**config.mk**
```make
export PLATFORM = sky130hd
export DESIGN_NAME = stable_priority_queue
export DESIGN_NICKNAME = d
export VERILOG_FILES = /design/src/design/spq_pkg.sv /design/src/design/spq_cell.sv /design/src/design/stable_priority_queue.sv
export SDC_FILE = /design/constraint.sdc
export NUM_CORES = 1
export LEC_CHECK = 0
export ABC_AREA = 1
export BUFFER_PORTS_ARGS = -buffer_cell sky130_fd_sc_hd__buf_2
export CORE_UTILIZATION = 33
export DETAILED_ROUTE_END_ITERATION = 7
export PLACE_DENSITY_LB_ADDON = 0.15
export SLEW_MARGIN = 15
export SYNTH_ARGS = -nofsm -noshare
export SYNTH_HDL_FRONTEND = slang
export SYNTH_SLANG_ARGS = --single-unit
export TNS_END_PERCENT = 50
```
**constraint.sdc**
```tcl
create_clock -name i_clk -period 3.65 [get_ports i_clk]
set_clock_uncertainty 0.2 [all_clocks]
set_input_delay 0.365 -clock i_clk [delete_from_list [all_inputs] [get_ports i_clk]]
set_output_delay 0.365 -clock i_clk [all_outputs]
set_load 0.1 [all_outputs]
```
**src/design/spq_pkg.sv**
```systemverilog
// package: sizes, slot and command types and status codes of the priority queue
`timescale 1ns / 1ps
`default_nettype none

package spq_pkg;

    localparam int QUEUE_DEPTH = 16;
    localparam int TAG_BITS    = 16;
    localparam int PRI_BITS    = 4;
    localparam int CNT_BITS    = $clog2(QUEUE_DEPTH + 1);

    typedef enum logic {
        OP_INSERT = 1'b0,
        OP_REMOVE = 1'b1
    } t_op;

    typedef enum logic [1:0] {
        ST_INSERTED = 2'd0,
        ST_REMOVED  = 2'd1,
        ST_EMPTY    = 2'd2,
        ST_FULL     = 2'd3
    } t_status;

    typedef struct packed {
        logic                valid;
        logic [PRI_BITS-1:0] pri;
        logic [TAG_BITS-1:0] tag;
    } t_slot;

    typedef struct packed {
        logic                ins;
        logic                rem;
        logic [PRI_BITS-1:0] pri;
        logic [TAG_BITS-1:0] tag;
    } t_cmd;

endpackage

`default_nettype wire

```
**src/design/spq_cell.sv**
```systemverilog
// one slot of the sorted queue: holds, takes the new entry, or shifts with a neighbor
`timescale 1ns / 1ps
`default_nettype none

module spq_cell import spq_pkg::*; (
    input  wire logic  i_clk,
    input  wire logic  i_rst_n,
    input  wire t_cmd  i_cmd,
    input  wire t_slot i_prev,
    input  wire logic  i_prev_stay,
    input  wire t_slot i_next,
    output t_slot      o_slot,
    output logic       o_stay
);

    t_slot r_slot;
    t_slot n_slot;

    assign o_stay = r_slot.valid && (r_slot.pri >= i_cmd.pri);
    assign o_slot = r_slot;

    always_comb begin
        n_slot = r_slot;
        if (i_cmd.ins) begin
            if (!o_stay) begin
                if (i_prev_stay) begin
                    n_slot.valid = 1'b1;
                    n_slot.pri   = i_cmd.pri;
                    n_slot.tag   = i_cmd.tag;
                end else begin
                    n_slot = i_prev;
                end
            end
        end else if (i_cmd.rem) begin
            n_slot = i_next;
        end
    end

    always_ff @(posedge i_clk) begin
        if (!i_rst_n) begin
            r_slot.valid <= 1'b0;
        end else begin
            r_slot.valid <= n_slot.valid;
        end
        r_slot.pri <= n_slot.pri;
        r_slot.tag <= n_slot.tag;
    end

endmodule

`default_nettype wire

```
**src/design/stable_priority_queue.sv**
```systemverilog
// top level: stable sorted-insert priority queue built as a row of shifting cells
//
// channel | direction | handshake                | words
// in      | input     | i_in_valid / o_in_ready  | i_operation, i_priority_req, i_entry_tag
// out     | output    | o_out_valid / i_out_ready| o_status, o_removed_priority,
//         |           |                          | o_removed_tag, o_occupancy
//
// one operation per cycle while o_in_ready is high: every cell compares against the new priority at once
// result appears in the output register in the cycle after acceptance
// a waiting result still lets a new word in when i_out_ready is high
// synchronous active-low reset empties the queue; slot contents are not cleared
`timescale 1ns / 1ps
`default_nettype none

module stable_priority_queue import spq_pkg::*; (
    input  wire logic                i_clk,
    input  wire logic                i_rst_n,
    input  wire logic                i_in_valid,
    output logic                     o_in_ready,
    input  wire logic                i_operation,
    input  wire logic [3:0]          i_priority_req,
    input  wire logic [15:0]         i_entry_tag,
    output logic                     o_out_valid,
    input  wire logic                i_out_ready,
    output logic [1:0]               o_status,
    output logic [3:0]               o_removed_priority,
    output logic [15:0]              o_removed_tag,
    output logic [4:0]               o_occupancy
);

    t_slot                 w_slot [QUEUE_DEPTH];
    logic                  w_stay [QUEUE_DEPTH];
    t_cmd                  w_cmd;
    t_slot                 w_blank;
    logic                  w_accept;
    logic                  w_empty;
    logic                  w_full;
    logic [CNT_BITS-1:0]   r_count;
    logic [CNT_BITS-1:0]   n_count;
    logic                  r_out_valid;
    t_status               r_status;
    t_status               n_status;
    logic [PRI_BITS-1:0]   r_rem_pri;
    logic [PRI_BITS-1:0]   n_rem_pri;
    logic [TAG_BITS-1:0]   r_rem_tag;
    logic [TAG_BITS-1:0]   n_rem_tag;

    assign o_in_ready = !r_out_valid || i_out_ready;
    assign w_accept   = i_in_valid && o_in_ready;
    assign w_empty    = !w_slot[0].valid;
    assign w_full     = w_slot[QUEUE_DEPTH-1].valid;

    assign w_blank = '{valid: 1'b0, pri: '0, tag: '0};

    assign w_cmd.ins = w_accept && (t_op'(i_operation) == OP_INSERT) && !w_full;
    assign w_cmd.rem = w_accept && (t_op'(i_operation) == OP_REMOVE) && !w_empty;
    assign w_cmd.pri = i_priority_req;
    assign w_cmd.tag = i_entry_tag;

    genvar g;
    generate
        for (g = 0; g < QUEUE_DEPTH; g++) begin : g_cell
            t_slot w_prev;
            t_slot w_next;
            logic  w_prev_stay;
            if (g == 0) begin : g_head
                assign w_prev      = w_blank;
                assign w_prev_stay = 1'b1;
            end else begin : g_body
                assign w_prev      = w_slot[g-1];
                assign w_prev_stay = w_stay[g-1];
            end
            if (g == QUEUE_DEPTH - 1) begin : g_tail
                assign w_next = w_blank;
            end else begin : g_mid
                assign w_next = w_slot[g+1];
            end
            spq_cell u_cell (
                .i_clk       (i_clk),
                .i_rst_n     (i_rst_n),
                .i_cmd       (w_cmd),
                .i_prev      (w_prev),
                .i_prev_stay (w_prev_stay),
                .i_next      (w_next),
                .o_slot      (w_slot[g]),
                .o_stay      (w_stay[g])
            );
        end
    endgenerate

    always_comb begin
        n_count   = r_count;
        n_rem_pri = '0;
        n_rem_tag = '0;
        n_status  = ST_INSERTED;
        if (t_op'(i_operation) == OP_INSERT) begin
            if (w_full) begin
                n_status = ST_FULL;
            end else begin
                n_count = r_count + 1'b1;
            end
        end else begin
            if (w_empty) begin
                n_status = ST_EMPTY;
            end else begin
                n_status  = ST_REMOVED;
                n_rem_pri = w_slot[0].pri;
                n_rem_tag = w_slot[0].tag;
                n_count   = r_count - 1'b1;
            end
        end
    end

    always_ff @(posedge i_clk) begin
        if (!i_rst_n) begin
            r_count     <= '0;
            r_out_valid <= 1'b0;
        end else begin
            if (w_accept) begin
                r_count     <= n_count;
                r_out_valid <= 1'b1;
            end else if (i_out_ready) begin
                r_out_valid <= 1'b0;
            end
        end
        if (w_accept) begin
            r_status  <= n_status;
            r_rem_pri <= n_rem_pri;
            r_rem_tag <= n_rem_tag;
        end
    end

    assign o_out_valid        = r_out_valid;
    assign o_status           = r_status;
    assign o_removed_priority = r_rem_pri;
    assign o_removed_tag      = r_rem_tag;
    assign o_occupancy        = r_count;

endmodule

`default_nettype wire

```
# --- Word-level counts from Yosys, hierarchy flattened ---
# Index checks and enable logic that the tools add are counted.
op_classes:
  bitwise: 1
  eq_ne: 18
  muxes: 71
  n_addsub: 2
  magnitude_cmp: 16
  n_reduce_logical: 44
op_table:
  columns: ["operator", "count"]
  rows:
  - ["2-to-1 mux 21 bit", 63]
  - ["greater-or-equal comparator 4 bit", 16]
  - ["inequality test 2 bit (second input constant)", 17]
  - ["AND reduction 2 bit", 17]
  - ["logical AND 1 bit", 21]
  - ["2-to-1 mux 5 bit", 3]
  - ["2-to-1 mux 2 bit", 3]
  - ["adder 5 x 1 -> 5 bit (second input constant)", 1]
  - ["subtractor 5 x 1 -> 5 bit (second input constant)", 1]
  - ["nonzero test 2 bit", 2]
  - ["AND reduction 3 bit", 1]
  - ["zero test 1 bit", 2]
  - ["2-to-1 mux 1 bit", 2]
  - ["inequality test 2 x 1 -> 1 bit (second input constant)", 1]
  - ["logical OR 1 bit", 1]
  - ["inverter 1 bit", 1]
totals:
  inputBits: 25
  word_cells: 205
  regBits: 364

# --- Depth between registers and ports, before layout ---
# Gate-level depths: netlist (run 1).
logic_depth:
  word_depth: 7
  ltp_mapped: 13

# --- Cells and area by module ---
# From an unflattened synthesis (run 1), not the netlist that was laid out.
hier_totals:
  hier_cells: 2408
  hier_area_um2: 20583.5
modules_own_cells:
  columns: ["module", "cells_each", "seq_area_each_um2", "instances", "area_each_um2"]
  rows:
  - ["spq_cell", 142, 620.6, 16, 1207.4]
  - ["stable_priority_queue", 136, 780.7, 1, 1265.0]

# --- Worst setup path after synthesis (run 1) ---
# No wires, ideal clock.
synth_path:
  path_kind: "reg-to-reg"
  start: "register r_out_valid (netlist: o_out_valid)"
  end: "register g_cell[11].u_cell.r_slot (netlist bit g_cell[11].u_cell.o_slot[0]) (enable)"
  arrival_time_ps: 3001
  path_stages_with_launch: 7
  t_required_ps: 3050
  path_slack_ps: 49
  synth_period_minus_slack_ps: 3601
  setup_time_ps: 400
  path_buffers: 1
  path_cell_list: "dfxtp_1 > nand2_2 > nand2_1 > inv_1 > nand2_1 > buf_2 > nand2_1"
synth_between:
  elab_chain_cells: 7
  word_cells_on_any_way: 10
  classes_between: "eq/ne (1); reduce/logical (9)"
synth_rtl:
  columns: ["element", "line", "text"]
  rows:
  - ["start: declaration", "stable_priority_queue.sv:40", "logic r_out_valid;"]
  - ["start signal: assignment", "stable_priority_queue.sv:117", "r_out_valid <= 1'b0;"]
  - ["start signal: assignment", "stable_priority_queue.sv:121", "r_out_valid <= 1'b1;"]
  - ["start signal: assignment", "stable_priority_queue.sv:123", "r_out_valid <= 1'b0;"]
  - ["zero test 1 bit (*)", "stable_priority_queue.sv:48", "assign o_in_ready = !r_out_valid || i_out_ready;"]
  - ["logical OR 1 bit (*)", "stable_priority_queue.sv:48", null]
  - ["via o_in_ready", "stable_priority_queue.sv:19", "output logic o_in_ready,"]
  - ["logical AND 1 bit (*)", "stable_priority_queue.sv:49", "assign w_accept = i_in_valid && o_in_ready;"]
  - ["via w_accept", "stable_priority_queue.sv:35", "logic w_accept;"]
  - ["logical AND 1 bit, on equally long branches (2 in a row)", "stable_priority_queue.sv:55, stable_priority_queue.sv:56", null]
  - ["inequality test 2 bit (no source line) / nonzero test 2 bit (equally long branches)", null, null]
  - ["AND reduction 2 bit (no source line) (*)", null, null]
  - ["end: declaration", "spq_cell.sv:16", "t_slot r_slot;"]
# Mark *: on every way through the listed nets, which the timed path passes. The rest lies on a longest branch.
# A chain may end at the register's enable or synchronous reset.

==> results of run 1 <==
-- registers in the layout, summed over array words and instances (netlist names) --
register,cells
o_removed_tag,16
o_status,2
g_cell.u_cell.o_slot,336
o_out_valid,1
o_removed_priority,4
o_occupancy,5
-- Yosys cell counts, types with 2 or more instances --
cell type,number,area (um^2)
inv_2,2,7.51
buf_6,25,282
buf_2,56,280
inv_1,353,1330
nand2_1,1316,4940
nor2_1,28,105
a21oi_1,73,365
dfxtp_1,22,440
nand3b_1,3,22.5
o21ai_0,41,205
a31oi_1,4,25.0
buf_1,2,7.51
buf_8,2,30.0
edfxtp_1,342,10300
o21ai_1,18,90.1
o21bai_1,5,37.5
ha_1,63,788
nand3_1,209,1050
clkbuf_1,51,191
nand2_2,19,119
nand2_4,10,113
xor2_1,2,17.5
buf_4,12,90.1
nor2_4,2,22.5
-- metrics by stage --
stage | total power, uW | util, % | setup slack [ns] | cell area (um^2) | hold WS [ns]
finish | 11400 | 37.5 | 1.20 | 23300 | 0.0757
global route | 11900 | 37.5 | 0.986 | 23300 | 0.0819
CTS | 11500 | 37.5 | 1.19 | 23300 | 0.0305
detailed placement | 7180 | 35.3 | 1.00 | 21900 | 0.291
global placement | 7160 | 35.3 | 1.02 | 21900 | 0.279
floorplan | 6650 | - | 0.0490 | 20900 | 0.268
-- kinds of logic after synthesis --
logic type | after synthesis | share of synthesized area, %
buffers and inverters | 505 | 10.7
AOI/OAI and AO/OA | 143 | 3.53
DFF | 364 | 51.2
adders and majority gates | 64 | 3.86
xor gates and xnor gates | 3 | 0.126
and+or+nand+nor | 1591 | 30.6
-- where the power goes --
group	internal, uW	total [uW]	switching, uW
clock network	2490	4280	1790
logic	563	1900	1340
registers	5010	5200	185
total	8060	11400	3310
-- final cells by class --
| type | count | area, um^2 |
|---|---|---|
| Multi-Input combinational cell | 1801 | 8000 |
| Fill cell | 6537 | 38800 |
| Timing Repair Buffer | 123 | 848 |
| Clock buffer | 61 | 1230 |
| Clock inverter | 21 | 146 |
| Tap cell | 837 | 1050 |
| Inverter | 356 | 1340 |
| Sequential cell | 364 | 10700 |
-- worst max-delay path, stage by stage (launching register included) --
cell      delay, ns
edfxtp_1       0.51
ha_1           0.35
inv_1          0.04
o21bai_1       0.11
nand2_1        0.06
nand3_1        0.25
buf_4          0.34
nand3_1        0.13
nand3_1        0.13
nand2_1        0.05
-- cells in the final DEF, fill, tap and decap left out, types with 2 or more instances in the layout --
cell type,netlist,final
clkinv_2,0,5
nand2_2,19,19
nor2_4,2,2
inv_1,353,353
inv_2,2,2
buf_12,1,4
clkbuf_16,0,47
nand2_4,10,10
nand3b_1,3,3
o21bai_1,5,5
clkinv_1,0,12
bufinv_16,0,2
buf_2,56,53
a31oi_2,0,4
a21oi_1,73,73
xor2_1,2,2
nand2_1,1316,1316
buf_4,12,63
o21ai_1,18,18
dfxtp_1,22,22
dlygate4sd3_1,0,3
clkbuf_1,51,14
o21ai_0,41,41
ha_1,63,63
nand3_1,209,209
edfxtp_1,342,342
nor2_1,28,28
-- per-layer routing --
metal / track usage (%) / vias up / part of all wire, %
met4: 5.44 / 0 / 2.4
met2: 28.6 / 337 / 44
met3: 2.17 / 80 / 4.7
li1: - / 8395 / -
met5: 0 / - / 0
met1: 24.4 / 7392 / 48
-- final timing paths --
kind	startpoint	end	slack (ns)	depth (start not counted)
worst max-delay path	g_cell[13].u_cell.o_slot[17]	g_cell[14].u_cell.o_slot[9]	1.20	9
worst min register to register	o_occupancy[4]	o_occupancy[4]	0.30	2
worst min-delay path	i_operation	o_status[0]	0.08	2
worst max register to register	g_cell[13].u_cell.o_slot[17]	g_cell[14].u_cell.o_slot[9]	1.20	9
==> qor.txt, run 1 <==
Vias in the first global route: 15900
Hold Buf Count CTS: 3
Post-route ant nets: 0
Status: finished, final reports clean
Mapped Cells: 2670
CTS buffer count: 45
Die area: 64400 um^2
Vias per cell: 4.55
NumNets Final: 2780
Power density cells: 488 nW/um^2
Gr ovfl total: 0
Core Rows: 91
Post-synthesis sequential area ratio: 51.2%
Yosys warns: 0
Largest net degree at the start of global routing: 213
Pleak: 0.0124 uW
Root Driver: clkbuf_16
Fin. Hold Viols: 0
Top_reg_cell synth: edfxtp_1
Max_cap viols: 0
DR vias: 16200
Final period util: 67.1%
Gpl congestion: 0.789
Detailed-route DRC error count: 0
Post-route setup TNS: 0 ns
Peak supply drop: 0.000344 V
Gr usage total: 17.6%
Hold WC Path Type: input pin to register
Fmax: 0.408 GHz
DP Cell Count: 3478
Chip Width: 254 um
Initial DRC count: 1162
Drt total wl: 56100 um
Relative slew slack: 21.7%
Finished Layout Cells: 3563
Drt first pass iters: 5
Initial antenna violation count: 0
H-tree depth: 2
CORE AREA: 62200 um^2
CP Capture Type: register
Post-synth EDFFs: 342
Yosys cell types: 34
Worst slew pin tran: 1.17 ns
I/O Buffers: 53
Worst Path Required: 3.78 ns
Die Ht: 254 um
RSZ-0062 raised after global routing: no
Share of cells above drive strength 1: 7.92%
Final setup vio count: 0
CP Class: register to register
Mapped Area: 20900 um^2
Max Root-Sink Buffers: 3
Resize count post-CTS: 0
Yosys reg bits: 364
N_diodes: 0
First-pass GRT wire length: 89500 um
Max Fanout on Critical Path: 17
Syn_area_per_cell: 7.83 um^2
Asr flop ratio synth: 0%
Clock-pin transition on the worst setup and hold timing paths: 0.06 ns
Io pins: 54
DR WL/cell: 15.7 um
CTS Sinks: 364
Startpoint Class: register
HPWL after DPL: 39000 um
Minimum clock period: 2.45 ns
Initial Util: 33.6%
# Post-CTS Setup Buffers: 0
CTS tree: yes
Mapped Nets: 2759
Slew Limit Fails: 0
Worst EP arrival: 2.58 ns
Area grow syn2layout: 11.5%
Worst-Skew Late Latency: 0.59 ns
Power figures use the tool's default switching activity.
==> run 2, diff against run 1 <==
ABC_AREA = 0   (was 1)
clock period = 2 ns   (was 3.65 ns; I/O delays follow)
==> qor.txt, run 2 <==
Post-route setup TNS: -42.34 ns
Worst EP arrival: 2.27 ns
Pleak: 0.0106 uW
H-tree depth: 2
Core Rows: 93
Worst slew pin tran: 1.20 ns
Synth top area share: 47.5%
CP Cell Sequence: ha_1, or3_4, o21ai_4, nor3_4, o21ai_4, buf_12
Top post-synthesis cells by area: edfxtp_1 (47%), o31ai_1 (9.7%), a31oi_1 (8.3%)
Dpl cell area: 25700 um^2
Switching power summed over all nets: 8030 uW
Die area: 66600 um^2
Max_cap viols: 0
Initial DRC count: 2526
Syn_area_per_cell: 9.71 um^2
Peak supply drop: 0.000604 V
Area grow syn2layout: 44.2%
Post-synthesis sequential area ratio: 49.5%
Final period util: 109%
Mapped Nets: 2318
Switching part of the total power: 33.1%
Worst hold path startpoint: i_entry_tag[11]
Die Ht: 258 um
Final setup vio count: 553
Internal Power: 16200 uW
Largest register FFs: 336
Fmax: 0.459 GHz
CP delay by family, top: flip-flops
DR WL/cell: 28.5 um
RR Endpoint: g_cell[6].u_cell.o_slot[12]
CP bufs+invs: 1
Worst setup margin: -0.180 ns
Worst Path Required: 2.09 ns
Leading area contributor after synthesis: edfxtp_1
Gr usage total: 26.5%
Worst hold stages: 3
Fin. Hold Viols: 0
Yosys cell types: 43
Met1 Track Usage GR: 37.5%
Mapped Cells: 2229
CTS tree: yes
Combinational Power Share: 29.2%
Relative slew slack: 20.0%
Power density cells: 777 nW/um^2
Max Root-Sink Buffers: 3
Post-synth EDFFs: 342
CP Class: register to register
Detailed-route DRC error count: 0
Slowest stage cell, crit path: edfxtp_1
Yosys reg bits: 364
Commonest non-fill, non-tap cell in the layout: edfxtp_1
CTS buffer count: 45
Gpl congestion: 0.890
Asr flop ratio synth: 0%
Startpoint Class: register
Slew Limit Fails: 0
Hold WC Path Type: input pin to register
CTS Sinks: 364
Reg-to-reg startpoint: g_cell[6].u_cell.o_slot[18]
Count leader, synth: edfxtp_1
NumNets Final: 2584
Initial Util: 33.5%
Max Fanout on Critical Path: 20
Initial antenna violation count: 2
FILL cells: 5800
Drt total wl: 96300 um
R2r worst-path depth: 6
Io pins: 54
CORE AREA: 64600 um^2
Drt first pass iters: 6
Seq pwr share: 39.0%
Most used cell, CP: o21ai_4
RSZ-0062 raised after global routing: yes
Post-route ant nets: 0
Chip Width: 258 um
Most Used Layer, Global Route: met2
Reg2Reg Setup Slack: -0.18 ns
Root Driver: clkbuf_16
Minimum clock period: 2.18 ns
Most frequent cells in the layout: edfxtp_1 (342), nor2_1 (280), nand4_1 (280), a31oi_1 (280), buf_4 (220)
DR vias: 21500
Clock-pin transition on the worst setup and hold timing paths: 0.06 ns
Hold endpoint: g_cell[14].u_cell.o_slot[11]
First-pass GRT wire length: 133000 um
Top_reg_cell synth: edfxtp_1
Yosys warns: 0
Failing checks: setup timing
Final Cell Area: 31200 um^2
Met2 Usage GRT: 39.7%
Top cells by count, synth: edfxtp_1 (342), nor2_1 (289), a31oi_1 (287)
Vias per cell: 6.36
GR Util met3: 3.84%
Largest net degree at the start of global routing: 42
Share of cells above drive strength 1: 32.8%
I/O Buffers: 53
Mapped Area: 21600 um^2
Worst-Skew Late Latency: 0.59 ns
Status: finished, violations left
Vias in the first global route: 20100
Gr ovfl total: 0
CP peak stage delay: 0.46 ns
CP Capture Type: register
HPWL after DPL: 63400 um
Clock share of power: 31.8%
==> run 2: cell count changes in the layout (fill, tap and decap cells not counted), moves of 151 or more <==
cell and delta:
nand3_1 -201, o31ai_1 +151, nand2_1 -1231, nand4_1 +279, nor2_1 +252, inv_1 -314, buf_4 +157, a31oi_1 +280
==> run 2: metrics by stage <==
step | utilization [%] | hold slack (ns) | setup WS (ns) | instances | total power (uW)
2_1_floorplan | - | 0.217 | -0.411 | 2229 | 12400
3_3_place_gp | 39.8 | 0.261 | -0.360 | 3176 | 14600
3_5_place_dp | 39.8 | 0.272 | -0.379 | 3176 | 14600
4_1_cts | 43.9 | 0.000515 | -0.148 | 3306 | 22900
5_1_grt | 48.3 | 0.0364 | -0.234 | 3381 | 24900
6_report | 48.3 | 0.0456 | -0.180 | 3381 | 24300
==> run 2: worst max-delay path by stage <==
stage                                            from                      endpoint  depth (start not counted)
after floorplan                     i_priority_req[2]    g_cell[2].u_cell.o_slot[0]                          9
after global placement              i_priority_req[1]  g_cell[15].u_cell.o_slot[11]                          8
after detailed placement            i_priority_req[0]   g_cell[1].u_cell.o_slot[19]                          9
after CTS                 g_cell[3].u_cell.o_slot[18]    g_cell[3].u_cell.o_slot[9]                          6
after global routing      g_cell[6].u_cell.o_slot[18]   g_cell[6].u_cell.o_slot[12]                          6
final                     g_cell[6].u_cell.o_slot[18]   g_cell[6].u_cell.o_slot[12]                          6
==> run 2: cell type report <==
cell class                 count  area, um^2  area share, %
antenna                        1        2.50        0.00802
clock buffer                  54        1180           3.79
clock inverter                23         140          0.449
inverter                      51         234          0.750
multi-input combinational   1541       12000           38.5
sequential                   364       10700           34.3
tap                          855        1070           3.43
timing repair buffer         492        5850           18.7
==> run 2: layer usage <==
layer / vias up / routed length (um)
met5: - / 0
met4: 0 / 4430
met3: 232 / 8100
met2: 1166 / 43200
met1: 10700 / 40600
li1: 9418 / -
==> run 2: power by group through the flow <==
stage                     Clock, uW  Sequential (uW)  Combinational (uW)
after global routing           8060             9480                7400
after detailed placement          0             9540                5100
final                          7710             9450                7090
after floorplan                   0             9600                2830
after global placement            0             9550                5010
after CTS                      7810             9400                5650
==> run 2: cell families after synthesis <==
logic type | Yosys count | synth area share (%)
AOI/OAI and AO/OA | 697 | 21.9
muxes | 22 | 1.02
DFF | 364 | 49.5
buffers and inverters | 332 | 6.65
xor gates and xnor gates | 2 | 0.0810
adders and majority gates | 64 | 3.74
and+or+nand+nor | 748 | 17.1
==> run 2: worst reg2reg max path: stages, from the launching register on <==
cell and delay [ns]:
edfxtp_1 0.46, ha_1 0.31, or3_4 0.36, o21ai_4 0.10, nor3_4 0.07, o21ai_4 0.17, buf_12 0.19
==> run 2: timing repair <==
| item | CTS | global route |
|---|---|---|
| setup endpoints to repair | 566 | 638 |
| buffers inserted | 20 | 33 |
| pin swaps | 24 | 131 |
| endpoints found under the hold margin | 72 | 0 |
| hold buffers | 19 | 0 |
| resized for setup | 129 | 336 |
| cloned | 15 | 49 |
==> run 3, diff against run 2 <==
clock period = 2.8 ns   (was 2 ns; I/O delays follow)
==> qor.txt, run 3 (synthesis results as in run 2) <==
Status: finished, final reports clean
Most frequent cells in the layout: edfxtp_1 (342), nor2_1 (288), a31oi_1 (287)
CP Class: input pin to register
Critical Path Sink: g_cell[11].u_cell.o_slot[16]
Largest net degree at the start of global routing: 81
Detailed-route DRC error count: 0
Startpoint Class: input pin
Final setup vio count: 0
NumNets Final: 2279
Initial Util: 33.5%
Chip Width: 258 um
Dpl cell area: 23300 um^2
Minimum clock period: 2.62 ns
Core Rows: 93
Reg-to-reg startpoint: g_cell[4].u_cell.o_slot[19]
H-tree depth: 2
Largest register FFs: 336
First-pass GRT wire length: 124000 um
# Post-CTS Setup Buffers: 0
Fmax: 0.382 GHz
Worst setup path start: i_priority_req[0]
Worst slew pin tran: 0.847 ns
Critical path depth in cells: 8
Post-route ant nets: 0
Post-route setup TNS: 0 ns
DR WL/cell: 27.4 um
Worst slack at placement: 0.0870 ns
Final Cell Area: 24600 um^2
CP bufs+invs: 3
CP delay by family, top: buffers and inverters
Final hold slack: 0.0304 ns
Power density cells: 621 nW/um^2
Drt first pass iters: 6
Slowest stage cell, crit path: o21a_1
Final period util: 93.6%
N_diodes: 0
CP Capture Type: register
Fin. Hold Viols: 0
CTS buffer count: 44
Reg2Reg Setup Slack: 0.32 ns
Hold WC Path Type: input pin to register
CTS tree: yes
RSZ-0062 raised after global routing: no
Worst EP arrival: 2.83 ns
Clock-pin transition on the worst setup and hold timing paths: 0.06 ns
Relative slew slack: 43.5%
R2r worst-path depth: 5
Commonest non-fill, non-tap cell in the layout: edfxtp_1
Gr ovfl total: 0
Vias in the first global route: 18900
CORE AREA: 64600 um^2
Initial antenna violation count: 1
I/O Buffers: 53
Gr usage total: 24.7%
Root Driver: clkbuf_16
Gpl congestion: 0.891
Initial DRC count: 1922
Worst-Skew Late Latency: 0.61 ns
CP peak stage delay: 0.61 ns
Die Ht: 258 um
Vias per cell: 6.32
Pleak: 0.00809 uW
Drt total wl: 84300 um
CTS Sinks: 364
Io pins: 54
CP Cell Sequence: dlygate4sd3_1, buf_2, buf_4, ha_1, nor2b_1, o21a_1, o31ai_1, a31oi_1
Max Fanout on Critical Path: 20
Max_cap viols: 0
RR Endpoint: g_cell[5].u_cell.o_slot[18]
Max Root-Sink Buffers: 3
HPWL after DPL: 59400 um
FILL cells: 6422
Worst Path Required: 3.01 ns
Peak supply drop: 0.000358 V
DR vias: 19400
Share of cells above drive strength 1: 12.5%
Die area: 66600 um^2
Area grow syn2layout: 13.8%
Worst setup margin: 0.179 ns
Slew Limit Fails: 0
[run 3: cell types whose count changed in the layout (fill, tap and decap cells not counted), sizes merged]
cell	delta
diode	-1
clkinvlp	-2
bufbuf	-1
o21a	-6
bufinv	+1
buf	-248
inv	+4
clkinv	-1
a21o	-2
dlygate4sd3	-16
clkbuf	-32
[run 3: where the power goes]
part	leakage, uW	switching [uW]	internal, uW
clock network	0.000652	2440	3070
logic	0.00406	2200	837
registers	0.00338	302	6440
[run 3: what timing repair did]
item,CTS,global route
endpoints found under the hold margin,6,0
setup endpoints to repair,0,20
gates resized for setup,0,1
hold buffers,3,0
[run 3: layer usage]
layer  up-vias  track usage [%]  wire length, um
met4         0             8.12             2780
met5         -                0                0
met2       756             39.8            39400
met3       176             4.06             5690
met1      9758             33.7            36500
li1       8756                -                -
[run 3: worst min-delay path, cell delays in order]
cell	delay, ns
buf_2	0.23
nand3_1	0.14
a2bb2oi_1	0.06
nor2_1	0.07
[run 3: how the worst min path moves through the flow]
stage,startpoint,to,slack [ns],depth (start not counted)
global route,i_in_valid,g_cell[0].u_cell.o_slot[20],0.05,4
CTS,i_in_valid,g_cell[0].u_cell.o_slot[20],0.002,4
floorplan,g_cell[13].u_cell.o_slot[20],g_cell[13].u_cell.o_slot[20],0.28,2
detailed placement,o_occupancy[4],o_occupancy[4],0.27,2
finish,i_in_valid,g_cell[0].u_cell.o_slot[20],0.03,4
global placement,o_occupancy[4],o_occupancy[4],0.26,2
[run 3: cell type report]
cell class	count	area [um^2]	share of cell area, %
Inverter	51	194	0.788
Clock buffer	53	1130	4.61
Tap cell	855	1070	4.35
Clock inverter	25	190	0.772
Sequential cell	364	10700	43.5
Timing Repair Buffer	196	1710	6.94
Multi-Input combinational cell	1533	9610	39.0
[run 3: through the flow]
stage	total power, uW	util, %	instances
floorplan	8700	-	2229
global placement	9780	36.0	2996
detailed placement	9830	36.0	2996
CTS	15300	38.1	3077
global route	15800	38.1	3077
finish	15300	38.1	3077
